===== src/rtl/eida_ram.sv =====
// generic single port ram with registered read
// no dependencies

module eida_ram #(
  parameter int WIDTH = 8,
  parameter int DEPTH = 16
) (
  input  logic                     clk,
  input  logic                     we,
  input  logic [$clog2(DEPTH)-1:0] addr,
  input  logic [WIDTH-1:0]         wdata,
  output logic [WIDTH-1:0]         rdata
);

  logic [WIDTH-1:0] mem [DEPTH];

  always_ff @(posedge clk) begin
    if (we) begin
      mem[addr] <= wdata;
    end else begin
      rdata <= mem[addr];
    end
  end

endmodule


===== config.mk =====
export PLATFORM = sky130hd
export DESIGN_NAME = eida_ram
export DESIGN_NICKNAME = d
export VERILOG_FILES = /design/src/rtl/eida_ram.sv
export SDC_FILE = /design/constraint.sdc
export NUM_CORES = 1
export LEC_CHECK = 0
export BUFFER_PORTS_ARGS = -buffer_cell sky130_fd_sc_hd__buf_2
export CORE_MARGIN = 8
export CORE_UTILIZATION = 35
export DETAILED_ROUTE_END_ITERATION = 6
export GPL_TIMING_DRIVEN = 0
export PLACE_DENSITY = 0.55
export SLEW_MARGIN = 20
export SYNTH_ARGS = -nofsm -noshare
export SYNTH_HDL_FRONTEND = slang
export SYNTH_SLANG_ARGS = --single-unit

===== constraint.sdc =====
create_clock -name clk -period 1.4 [get_ports clk]
set_input_delay 0 -clock clk [delete_from_list [all_inputs] [get_ports clk]]
set_output_delay 0 -clock clk [all_outputs]
set_load 0.005 [all_outputs]

==> metrics.txt <==
Root Buffer clkbuf_16; Post-route DRC 0; share of cells above drive strength 1 38.0%; Final Hold Fails 0; Worst Setup Path Type register to register; fin area 6070 sq um; Yosys warnings 0; area grow syn2layout 17.8%; ys flop type edfxtp_1; Inst Count DP 434; Final Core Density 41.9%; drt first pass iters 4; Routed Antenna Nets 0; Final nets 284; core area 14500 sq um; leading cell types by count after synthesis 136 x edfxtp_1, 32 x mux4_2, 16 x a22oi_1; ys async rst share 0%; failing checks negative setup slack; post-synthesis mux area share 14.0%; antenna violations before repair 0; vias per cell 5.09; Compound-Gate Fraction of Synth Area 2.33%; Post-synth EDFFs 136; most common cell in the netlist edfxtp_1; Post-DP HPWL 6670 microns; Post-Synth Adder-Cell Area 0%; largest net degree at the start of global routing 17; leakage power 1.91 nW; Mapped Area 5150 sq um; Max Cap Viol 0; I/O pin cnt 22; VDD IR max 0.941 mV; synthesized instance count 231; final slew viol count 0; min Tclk post-route 1.42 ns; largest family of logic cells by synthesized area multiplexers; Ant. Diodes 0; # clock sinks 136; Highest Clock Rate 0.702 GHz; Initial Util 35.6%; HP Class primary input to register; CTS buffer count 17; Highest Signal Layer met4; Cell Pwr Density 1430 nW/um^2; total vias in the final route 2357; xor and xnor area share after synthesis 0%; Slew HR 48.4%; vias in the first global route 2559; Arr. time, crit path 1.56 ns; Metal-1 WL 4450 microns; Die Area 18800 sq um; GRT Total Usage 11.8%; Synth Area in Simple Gates 3.11%; Pwr Total 8.69 mW; total gr overflow 0; RSZ-0062 raised after global routing true; # setup viols final 4; Synthesized Nets 245; initial drt markers 165; CP Max Fanout 1; Die Width 137 microns; Worst EP required 1.54 ns; share of the yosys chip area belonging to registers 79.3%; measured slew at the worst slew-check pin 0.770 ns; met2 wire len 5100 microns; Area after DPL 5500 sq um; fin worst setup slack -0.0249 ns; Final Skew 0.00458 ns; top post-synthesis cells by area edfxtp_1 79%, mux4_2 14%, a22oi_1 2.3%; post-DR wirelength/cell 22.0 microns; Distinct cells, synth 18; clock edge transition at the registers on the reported setup and hold paths 0.05 ns; Longest Clk Path Bufs 2; Fillers 1270; Die H 137 microns; crit share post-route 102%; Final Instance Count excl. Fillers 463; CTS tree built; Port Buf Inserts 19; nature of the critical path startpoint register; row count 44; status finished with violations; Post-Route WL 10200 microns; Synth Area per Inst 22.3 sq um; GPL Wtd Cong 0.725; first-pass GRT wire length 15500 microns; H-tree depth 4; Synth area leader edfxtp_1; setup bufs post-CTS 0; Worst Setup End Kind register; Met3 Wirelength 539 microns; Synth Register Bits 136; top-area cell type share of the netlist area 79.3%; clk_lat worst skew 0.40 ns
[flip-flops by register name, summed over array words and instances (netlist names)]
register / count
mem: 128
rdata: 8
[logic make-up after synthesis]
group           Yosys count
mux                      32
simple gates             35
flops                   136
compound gates           16
buf+inv                  12
[area by class of cell]
type	instances	area [sq um]	area share [%]
sequential	136	4080	67.3
multi-input combinational	83	1110	18.3
clock buffer	20	437	7.20
tap	184	230	3.80
timing repair buffer	20	105	1.73
buffer	11	62.6	1.03
clock inverter	8	36.3	0.598
inverter	1	3.75	0.0619
[placed cells by master, fill, tap and decap left out, types with 2 or more instances in the layout]
cell         n
nand2_1      9
clkbuf_1     5
nor2_2      12
nor2b_1      2
buf_6        2
clkinv_1     3
buf_2       22
buf_1        2
nand2b_1     2
nand3b_1     2
clkinv_2     5
a22oi_2     10
a22oi_1      6
edfxtp_1   136
clkbuf_16   17
clkbuf_2     2
mux4_2      32
nor3_2       3
[where the power goes]
part	switching, mW	internal, mW
Combinational	0.278	0.180
Clock	1.44	2.18
Sequential	0.0201	4.59
[worst max-delay path, stage by stage, from the launching register on]
cell and delay, ns:
edfxtp_1 0.36, mux4_2 0.50, a22oi_2 0.20, nand2_1 0.11
[worst paths after layout]
path / endpoint / startpoint / cells after the start / slack, ns
setup / recovery: rdata[4] / mem[11][4] / 3 / -0.02
hold / removal: mem[13][7] / wdata[7] / 1 / 0.008
setup reg to reg: rdata[4] / mem[11][4] / 3 / -0.02
hold reg to reg: rdata[7] / mem[4][7] / 3 / 0.78
[stage by stage]
stage | setup TNS (ns) | hold slack (ns) | setup WS [ns]
after floorplan | -2.46 | 0.0989 | -0.0381
after global placement | -77.70 | 0.397 | -0.689
after detailed placement | -73.86 | 0.395 | -0.767
after CTS | -0.107 | 0.000843 | -0.0370
after global routing | -0.361 | 0.00134 | -0.0625
final | -0.0636 | 0.00769 | -0.0249
[what timing repair did]
item / CTS / global route
resized for setup: 22 / 2
hold buffers: 1 / 0
hold endpoints to repair: 16 / 0
pin swaps: 10 / 2
endpoints found under the setup margin: 104 / 72
[metal layers]
layer	vias up	global-route usage, %
li1	1050	-
met1	1248	15.6
met2	52	18.2
met3	7	2.99
met4	0	5.31
met5	-	0
No activity file was read; power rests on OpenSTA's default activity.
