[src/rtl/eida_pkg.sv]
// shared types and constants for the entity id allocator
// no dependencies

package eida_pkg;

  localparam int MAX_IDS_DEF = 1024;

  localparam logic CMD_CREATE = 1'b0;
  localparam logic CMD_DELETE = 1'b1;

  localparam logic [1:0] STAT_OK       = 2'd0;
  localparam logic [1:0] STAT_FULL     = 2'd1;
  localparam logic [1:0] STAT_INACTIVE = 2'd2;

  typedef enum logic [2:0] {
    S_CLEAR,
    S_IDLE,
    S_C_WR,
    S_D_CHK,
    S_D_FIN,
    S_DONE
  } state_t;

endpackage

[src/rtl/eida_ctrl.sv]
// command sequencer: reads, updates and writes back the sparse index and id store
// depends on eida_pkg

module eida_ctrl
  import eida_pkg::*;
#(
  parameter int MAX_IDS = MAX_IDS_DEF,
  parameter int ID_W    = $clog2(MAX_IDS),
  parameter int CNT_W   = $clog2(MAX_IDS + 1)
) (
  input  logic             clk,
  input  logic             rst_n,
  input  logic             in_valid,
  output logic             in_ready,
  input  logic             in_cmd,
  input  logic [ID_W-1:0]  in_eid,
  output logic             sp_we,
  output logic [ID_W-1:0]  sp_addr,
  output logic [CNT_W-1:0] sp_wdata,
  input  logic [CNT_W-1:0] sp_rdata,
  output logic             im_we,
  output logic [ID_W-1:0]  im_addr,
  output logic [ID_W-1:0]  im_wdata,
  input  logic [ID_W-1:0]  im_rdata,
  output logic             res_valid,
  input  logic             res_ready,
  output logic [ID_W-1:0]  res_id,
  output logic [1:0]       res_status,
  output logic [CNT_W-1:0] res_count
);

  localparam logic [CNT_W-1:0] MAX_C   = CNT_W'(MAX_IDS);
  localparam logic [ID_W-1:0]  CLR_END = ID_W'(MAX_IDS - 1);

  state_t           state_r, state_nxt;
  logic [ID_W-1:0]  clr_r, clr_nxt;
  logic [CNT_W-1:0] free_r, free_nxt;
  logic [CNT_W-1:0] fresh_r, fresh_nxt;
  logic [CNT_W-1:0] live_r, live_nxt;
  logic             pop_r, pop_nxt;
  logic [ID_W-1:0]  id_r, id_nxt;
  logic [ID_W-1:0]  eid_r, eid_nxt;
  logic [ID_W-1:0]  rid_r, rid_nxt;
  logic [1:0]       stat_r, stat_nxt;

  logic [CNT_W-1:0] live_m1, pop_pos, push_pos, eid_ext;
  logic [ID_W-1:0]  new_id;

  assign live_m1  = live_r - CNT_W'(1);
  assign pop_pos  = MAX_C - free_r;
  assign push_pos = MAX_C - free_r - CNT_W'(1);
  assign eid_ext  = CNT_W'(in_eid);
  assign new_id   = pop_r ? im_rdata : id_r;

  always_comb begin
    state_nxt = state_r;
    clr_nxt   = clr_r;
    free_nxt  = free_r;
    fresh_nxt = fresh_r;
    live_nxt  = live_r;
    pop_nxt   = pop_r;
    id_nxt    = id_r;
    eid_nxt   = eid_r;
    rid_nxt   = rid_r;
    stat_nxt  = stat_r;
    in_ready  = 1'b0;
    res_valid = 1'b0;
    sp_we     = 1'b0;
    sp_addr   = in_eid;
    sp_wdata  = MAX_C;
    im_we     = 1'b0;
    im_addr   = (in_cmd == CMD_CREATE) ? pop_pos[ID_W-1:0] : live_m1[ID_W-1:0];
    im_wdata  = eid_r;
    case (state_r)
      S_CLEAR: begin
        sp_we   = 1'b1;
        sp_addr = clr_r;
        clr_nxt = clr_r + ID_W'(1);
        if (clr_r == CLR_END) begin
          state_nxt = S_IDLE;
        end
      end
      S_IDLE: begin
        in_ready = 1'b1;
        if (in_valid) begin
          if (in_cmd == CMD_CREATE) begin
            if (free_r != '0) begin
              pop_nxt   = 1'b1;
              free_nxt  = free_r - CNT_W'(1);
              state_nxt = S_C_WR;
            end else if (fresh_r < MAX_C) begin
              pop_nxt   = 1'b0;
              id_nxt    = fresh_r[ID_W-1:0];
              fresh_nxt = fresh_r + CNT_W'(1);
              state_nxt = S_C_WR;
            end else begin
              rid_nxt   = '0;
              stat_nxt  = STAT_FULL;
              state_nxt = S_DONE;
            end
          end else begin
            rid_nxt = in_eid;
            eid_nxt = in_eid;
            if (eid_ext >= MAX_C || live_r == '0) begin
              stat_nxt  = STAT_INACTIVE;
              state_nxt = S_DONE;
            end else begin
              state_nxt = S_D_CHK;
            end
          end
        end
      end
      S_C_WR: begin
        sp_we     = 1'b1;
        sp_addr   = new_id;
        sp_wdata  = live_r;
        im_we     = 1'b1;
        im_addr   = live_r[ID_W-1:0];
        im_wdata  = new_id;
        live_nxt  = live_r + CNT_W'(1);
        rid_nxt   = new_id;
        stat_nxt  = STAT_OK;
        state_nxt = S_DONE;
      end
      S_D_CHK: begin
        if (sp_rdata >= live_r) begin
          stat_nxt  = STAT_INACTIVE;
          state_nxt = S_DONE;
        end else begin
          // move the last active id into the freed slot
          sp_we     = 1'b1;
          sp_addr   = im_rdata;
          sp_wdata  = sp_rdata;
          im_we     = 1'b1;
          im_addr   = sp_rdata[ID_W-1:0];
          im_wdata  = im_rdata;
          state_nxt = S_D_FIN;
        end
      end
      S_D_FIN: begin
        sp_we    = 1'b1;
        sp_addr  = eid_r;
        sp_wdata = MAX_C;
        live_nxt = live_m1;
        // free stack grows down from the top of the id store
        if (free_r < MAX_C) begin
          im_we    = 1'b1;
          im_addr  = push_pos[ID_W-1:0];
          im_wdata = eid_r;
          free_nxt = free_r + CNT_W'(1);
        end
        stat_nxt  = STAT_OK;
        state_nxt = S_DONE;
      end
      S_DONE: begin
        res_valid = 1'b1;
        if (res_ready) begin
          state_nxt = S_IDLE;
        end
      end
      default: begin
        state_nxt = S_IDLE;
      end
    endcase
  end

  always_ff @(posedge clk) begin
    if (!rst_n) begin
      state_r <= S_CLEAR;
      clr_r   <= '0;
      free_r  <= '0;
      fresh_r <= '0;
      live_r  <= '0;
      pop_r   <= 1'b0;
    end else begin
      state_r <= state_nxt;
      clr_r   <= clr_nxt;
      free_r  <= free_nxt;
      fresh_r <= fresh_nxt;
      live_r  <= live_nxt;
      pop_r   <= pop_nxt;
    end
  end

  always_ff @(posedge clk) begin
    id_r   <= id_nxt;
    eid_r  <= eid_nxt;
    rid_r  <= rid_nxt;
    stat_r <= stat_nxt;
  end

  assign res_id     = rid_r;
  assign res_status = stat_r;
  assign res_count  = live_r;

endmodule

[config.mk]
export PLATFORM = sky130hd
export DESIGN_NAME = eida_ctrl
export DESIGN_NICKNAME = d
export VERILOG_FILES = /design/src/rtl/eida_pkg.sv /design/src/rtl/eida_ctrl.sv
export SDC_FILE = /design/constraint.sdc
export NUM_CORES = 1
export LEC_CHECK = 0
export ABC_AREA = 0
export BUFFER_PORTS_ARGS = -buffer_cell sky130_fd_sc_hd__clkbuf_2
export CAP_MARGIN = 0
export CORE_AREA = 2 2 109 111
export CTS_CLUSTER_SIZE = 10
export DETAILED_ROUTE_END_ITERATION = 6
export DIE_AREA = 0 0 111 113
export HOLD_SLACK_MARGIN = 0.06
export PLACE_DENSITY_LB_ADDON = 0.2
export RECOVER_POWER = 100
export SLEW_MARGIN = 20
export SYNTH_ARGS = -nofsm -noshare
export SYNTH_HDL_FRONTEND = slang
export SYNTH_SLANG_ARGS = --single-unit
export TNS_END_PERCENT = 50
[constraint.sdc]
create_clock -name clk -period 5.9 [get_ports clk]
set_input_delay 1.18 -clock clk [delete_from_list [all_inputs] [get_ports clk]]
set_output_delay 1.18 -clock clk [all_outputs]
set_load 0.005 [all_outputs]
==> reports/results.ini, run 1 <==
[routing]
via_count = 5819
drtAntennaViolNets = 0
via_per_inst = 6.27
routed_wl_mm = 18.0
drt-wirelength-per-cell_microns = 19.4
first_pass_iters = 7
drt_first_iter_violations = 751
drc = 4

[synthesis]
synthArstFlopShare_pct = 0
synth-seq-cells = 79
syn_nets = 774
synth_seq_area_share_pct = 31.2
synth-main-ff-cell = dfxtp_1
synthCells = 710
netlist.area_leader.share_pct = 15.7
yosys.area.top_type = edfxtp_1
synth_area_leaders = edfxtp_1 (16%), dfxtp_1 (15%), xnor2_1 (5.6%), ha_1 (5.5%), nand2_1 (4.7%)
postSynthAreaPerCell_sq_um = 8.60
synth_edf_count = 32
synth_cell_types = 83
synth_area_sq_mm = 0.00610
yosys_warnings = 0

[timing]
setup-tns-final_ns = 0
fin_crit_sh_pct = 90.7
setup_slack_ns = 0.549
relSlewSlack_pct = -14.3
drv_slew = 15
rsz0062_at_grt = no
skew_ns = 0.00666
hold_violations = 0
fmax_mhz = 187
timing.final.crit_period_ns = 5.35
setup_viol = 0
worstMarginPinSlew_ns = 1.70

[clock_tree]
clock_latency_ns = 0.35
cts_max_level = 3
cts.sinks = 79
clkTransAtPathRegs_ns = 0.06
cts_root_buf = clkbuf_16
cts_made_buffers = 9
cts_setup_buffers = 0
cts_repair_resize_count = 0
cts_tree = yes
cts_hold_buf = 0
cts_max_path_buffers = 2

[placed_design]
placedCellCount = 912
gp_congestion = 0.929
pre_cts_slack_ns = 0.958
port_buffers = 103
dpl_cell_area_sq_mm = 0.00657
place_hpwl_mm = 13.2

[worst_setup_path]
slowest_delay_ns = 1.16
crit_family = compound AO/OA/AOI/OAI gates
worstSetupStartpointType = input pin
crit_slowest_cell = a211oi_1
cp_max_fo = 12
crit_required_ns = 4.72
ff2ff_setup_slack_ns = 1.61
path_buf_inv = 2
cp-end-kind = output port
startpoint = sp_rdata[6]
crit_type = in -> out
cp.arrival_ns = 4.17
timing.rr.start = state_r[0]$_SDFFE_PN0P_
path_cells = clkbuf_2 > ha_1 > and3_1 > a221oi_2 > o21ai_2 > a211oi_1 > nand2_1 > o311ai_0 > clkbuf_1

[pwr]
internal_power_w = 0.000931
p_leak_nw = 2.68
power_density_mw_per_mm2 = 184
power_frac_comb_pct = 6.3
p_sw_share_pct = 24.5
share_seq_of_total_power_pct = 46.2
irDropWorstVdd_v = 0.000148
power_switching_w = 0.000302
clock_power_share_pct = 47.5

[cells_and_area]
nets = 844
layout-drive-gt1-share_pct = 14.3
layout_commonest_cell = nand2_1
seqCellArea_sq_mm = 0.00190
fillers = 1028
syn2layout_area_growth_pct = 9.94
antenna_cells = 0
fin_area_sq_mm = 0.00671
finalNonFillerCells = 928
final_cell_mix = nand2_1 (78), clkbuf_2 (74), nor2_1 (47), dfxtp_1 (47), nand3_1 (45)
multi_input_area_sq_mm = 0.00372

[floorplanning]
io_pins = 104
dieArea_sq_mm = 0.0125
fp.dieW_microns = 111
die_y_microns = 113
coreArea_sq_mm = 0.0113
start_util_pct = 54.2
num_rows = 39

[global_route]
grt_usage_pct = 28.5
grt_pass1_wl_mm = 28.9
grt_overflow = 0
grt_max_degree = 48
grt_antenna_before_repair = 0
grt_pass1_vias = 5502

[status]
violations = DRC, capacitance limit, slew limit
outcome = finished, violations left

[job]
cap_violations = 1

[worst_hold_path]
hold_path.class = reg -> reg
hp-start = fresh_r[7]$_SDFFE_PN0P_

[path summary, 6_finish.rpt]
| path | to | cells past startpoint |
|---|---|---|
| min reg2reg | id_r[7]$_DFFE_PP_ | 0 |
| max | sp_addr[3] | 9 |
| max reg2reg | free_r[9]$_SDFFE_PN0P_ | 9 |
| min | id_r[7]$_DFFE_PP_ | 0 |
[cells in the mapped netlist, types with 13 or more instances]
master    number
mux2i_1       15
o21ai_0       24
and2_1        28
nand2_1       77
xnor2_1       39
ha_1          27
edfxtp_1      32
xor2_1        14
a21oi_1       18
inv_1         28
nand3_1       44
nand2b_1      13
clkbuf_1      26
nor2_1        47
dfxtp_1       47
a31oi_1       14
[final cells by class]
class | count | share of cell area, %
Multi-Input combinational cell | 552 | 55.4
Sequential cell | 79 | 28.3
Timing Repair Buffer | 108 | 7.42
Clock buffer | 9 | 3.36
Tap cell | 143 | 2.67
Inverter | 30 | 1.68
Clock inverter | 7 | 1.14
[state kept, by name, summed over array words and instances, names as in the netlist]
name / count
clr_r: 10
fresh_r: 11
free_r: 11
res_count: 11
id_r: 10
res_status: 2
state_r: 3
eid_r: 10
pop_r: 1
res_id: 10
[routing by layer]
metal / wire length (microns) / GRT usage, %
met5: 0 / 0
met3: 1510 / 5.03
met4: 427 / 10.9
met1: 7860 / 39.6
met2: 8230 / 44.5
[power groups by stage]
stage / logic (W) / registers [W] / clock network, W
after floorplan: 0.0000436 / 0.000581 / 0
after global placement: 0.0000763 / 0.000582 / 0
after detailed placement: 0.0000779 / 0.000582 / 0
after CTS: 0.0000785 / 0.000570 / 0.000587
after global routing: 0.0000846 / 0.000570 / 0.000609
final: 0.0000772 / 0.000570 / 0.000585
[metrics by stage]
step                      total power, W  utilization, %  hold slack [ns]
after CTS                        0.00123            61.0            0.471
after global routing             0.00126            59.5            0.482
after global placement          0.000658            58.3            0.465
after detailed placement        0.000660            58.3            0.456
after floorplan                 0.000624               -            0.444
final                            0.00123            59.5            0.471
[kinds of logic (layout without fill, tap and decap cells)]
group,after synthesis,after routing,share of synthesized area (%)
AO/OA/AOI/OAI,177,177,21.4
XOR/XNOR,53,53,7.60
AND/OR/NAND/NOR,279,279,25.4
adder cells (fa/ha/maj),28,28,5.86
multiplexers,15,15,2.46
buffers and inverters,79,154,6.19
flip-flops,79,79,31.2
Note: power is estimated with default switching activity, not from simulation.
==> run 2, diff against run 1 <==
Settings changed: CORE_AREA 2 2 109 111 to 2 2 125 97, DIE_AREA 0 0 111 113 to 0 0 127 99, MAX_ROUTING_LAYER set to met4.
==> run 2 against run 1 <==
The flow finishes with violations (capacitance limit, slew limit). Clock-buffer cell count is 1 higher. Utilization up 0.20 points. Sequential share of layout area shrank 0.20 points. First-iteration DRC count grew 9.6%. Largest cell class unchanged. Final cell count grew 0.22%. Sequential cell count unchanged. Highest routed layer unchanged. Critical endpoint is now im_addr[0]. Hold slack improved by 0.020 ns. Worst setup slack worse by 0.10 ns. Die area up 0.24%. Global-route usage rose by 1.1 points. Total power increased by 2.6%.
==> reports/results.ini, run 2 (same netlist as run 1, synthesis figures left out) <==
[pwr]
internal_power_w = 0.000960  ; +3.2%
power_switching_w = 0.000304  ; +0.88%
p_sw_share_pct = 24.1  ; -0.42 points
power_frac_comb_pct = 6.0  ; -0.3 points
power_density_mw_per_mm2 = 187  ; +1.9%
clock_power_share_pct = 48.9  ; +1.4 points
share_seq_of_total_power_pct = 45.1  ; -1.1 points
irDropWorstVdd_v = 0.000203  ; +37%
p_leak_nw = 2.70  ; +0.64%

[cells_and_area]
syn2layout_area_growth_pct = 10.7
fillers = 1017  ; -1.1%
layout_commonest_cell = nand2_1
antenna_cells = 0  ; unchanged
nets = 845  ; +0.12%
layout-drive-gt1-share_pct = 14.4  ; +0.11 points
final_cell_mix = nand2_1 (78), clkbuf_2 (70), nor2_1 (47), dfxtp_1 (47), nand3_1 (45)
fin_area_sq_mm = 0.00676  ; +0.73%

[floorplanning]
io_pins = 104  ; unchanged
num_rows = 34  ; -13%
fp.dieW_microns = 127  ; +14%
coreArea_sq_mm = 0.0113  ; +0.39%
dieArea_sq_mm = 0.0126  ; +0.24%
die_y_microns = 99  ; -12%
start_util_pct = 53.9  ; -0.21 points

[worst_setup_path]
cp.arrival_ns = 4.27  ; +0.10 ns
cp-end-kind = output port
slowest_delay_ns = 1.15  ; about the same
r2r_end = free_r[10]$_SDFFE_PN0P_
crit_slowest_cell = a211oi_1
cp_max_fo = 12  ; unchanged
crit_family = compound AO/OA/AOI/OAI gates
path_cells = clkbuf_1 > ha_1 > a21o_1 > a221oi_1 > o21ai_2 > a211oi_1 > o311ai_0 > clkbuf_2
crit_type = in -> out
timing.rr.start = state_r[2]$_SDFFE_PN0P_
crit_required_ns = 4.72  ; about the same
ff2ff_setup_slack_ns = 2.14  ; +0.53 ns
path_buf_inv = 2  ; unchanged
r2r_cells = 8  ; -1
worstSetupStartpointType = input pin

[clock_tree]
cts_max_level = 3  ; unchanged
cts_repair_resize_count = 0  ; unchanged
cts_hold_buf = 0  ; unchanged
cts_setup_buffers = 0  ; unchanged
clock_latency_ns = 0.35  ; about the same
cts_tree = yes
cts_max_path_buffers = 2  ; unchanged
cts_made_buffers = 9  ; unchanged
cts_root_buf = clkbuf_16
cts.sinks = 79  ; unchanged
clkTransAtPathRegs_ns = 0.06  ; about the same

[routing]
drtAntennaViolNets = 0  ; unchanged
first_pass_iters = 6  ; -1
via_count = 5854  ; +0.60%
drt_first_iter_violations = 823  ; +9.6%
drt-wirelength-per-cell_microns = 19.5  ; +0.34%
via_per_inst = 6.29  ; +0.39%
routed_wl_mm = 18.1  ; +0.56%
drc = 0  ; -4

[timing]
skew_ns = 0.00721  ; +0.000551 ns
drv_slew = 76  ; +61
hold_violations = 0  ; unchanged
setup-tns-final_ns = 0  ; unchanged
worstMarginPinSlew_ns = 1.88  ; +0.178 ns
setup_viol = 0  ; unchanged
rsz0062_at_grt = no
relSlewSlack_pct = -25.3  ; -11 points
timing.final.crit_period_ns = 5.45  ; +0.102 ns
fin_crit_sh_pct = 92.4  ; +1.7 points
fmax_mhz = 183  ; -1.9%

[placed_design]
port_buffers = 103  ; unchanged
dpl_cell_area_sq_mm = 0.00659  ; +0.21%
place_hpwl_mm = 13.2  ; about the same
gp_congestion = 0.950  ; +2.2%

[worst_hold_path]
hold_end = id_r[7]$_DFFE_PP_
hp-start = fresh_r[7]$_SDFFE_PN0P_
hold_path.class = reg -> reg
worstHoldPathCells = 0  ; unchanged

[global_route]
grt_pass1_vias = 5350  ; -2.8%
grt_overflow = 0  ; unchanged
grt_pass1_wl_mm = 28.5  ; -1.2%
grt_max_degree = 48  ; unchanged
grt_usage_pct = 29.6  ; +1.1 points
grt_antenna_before_repair = 0  ; unchanged

[job]
cap_violations = 5  ; +4

[status]
outcome = finished, violations left
violations = capacitance limit, slew limit

run 2: cell count changes in the layout (fill, tap and decap cells not counted), sizes merged:
cell	change
buf	+2
clkinvlp	-1
inv	+1
clkinv	-1
run 2: worst register-to-register path: cells and delay by family, from the launching register on:
family / cells / cell delay [ns]
xor gates and xnor gates: 1 / 0.09
adders and majority gates: 1 / 0.61
AOI/OAI and AO/OA: 4 / 1.11
DFF: 1 / 0.94
and+or+nand+nor: 2 / 0.90
run 2: power by group through the flow:
stage / logic, W / clock network [W] / registers [W]
2_1_floorplan: 0.0000436 / 0 / 0.000581
3_3_place_gp: 0.0000752 / 0 / 0.000582
3_5_place_dp: 0.0000768 / 0 / 0.000582
4_1_cts: 0.0000777 / 0.000618 / 0.000570
5_1_grt: 0.0000831 / 0.000644 / 0.000570
6_report: 0.0000761 / 0.000619 / 0.000570
run 2: worst max path at each step:
stage	slack, ns	from	end	cells past startpoint
after floorplan	1.84	sp_rdata[6]	im_wdata[4]	8
after global placement	1.05	sp_rdata[6]	sp_addr[6]	9
after detailed placement	0.93	sp_rdata[6]	sp_addr[8]	9
after CTS	0.92	sp_rdata[6]	sp_addr[8]	9
after global routing	0.40	sp_rdata[6]	sp_addr[8]	9
final	0.45	sp_rdata[6]	im_addr[0]	8
run 2: final cells by class:
class | count | area (sq um) | area share [%]
clock inverters | 6 | 76.3 | 1.13
well taps | 144 | 180 | 2.67
clock buffers | 10 | 250 | 3.70
repair buffers | 109 | 504 | 7.46
multi-input cells | 552 | 3730 | 55.2
flip-flops and latches | 79 | 1900 | 28.1
inverters | 30 | 113 | 1.67
run 2: routing by layer:
layer	GRT usage, %	routed length, microns	up-vias
met5	-	0	-
met4	8.79	357	0
met3	5.75	1520	31
met2	42.4	8010	309
met1	42.2	8250	2780
li1	-	-	2734
run 2: metrics by stage:
stage	hold WS [ns]	total power, W	cells	setup WS, ns	util [%]
6_report	0.491	0.00126	930	0.446	59.7
4_1_cts	0.494	0.00127	930	0.924	61.1
3_5_place_dp	0.478	0.000659	914	0.928	58.2
5_1_grt	0.506	0.00130	930	0.397	59.7
2_1_floorplan	0.444	0.000624	710	1.84	-
3_3_place_gp	0.471	0.000657	914	1.05	58.2
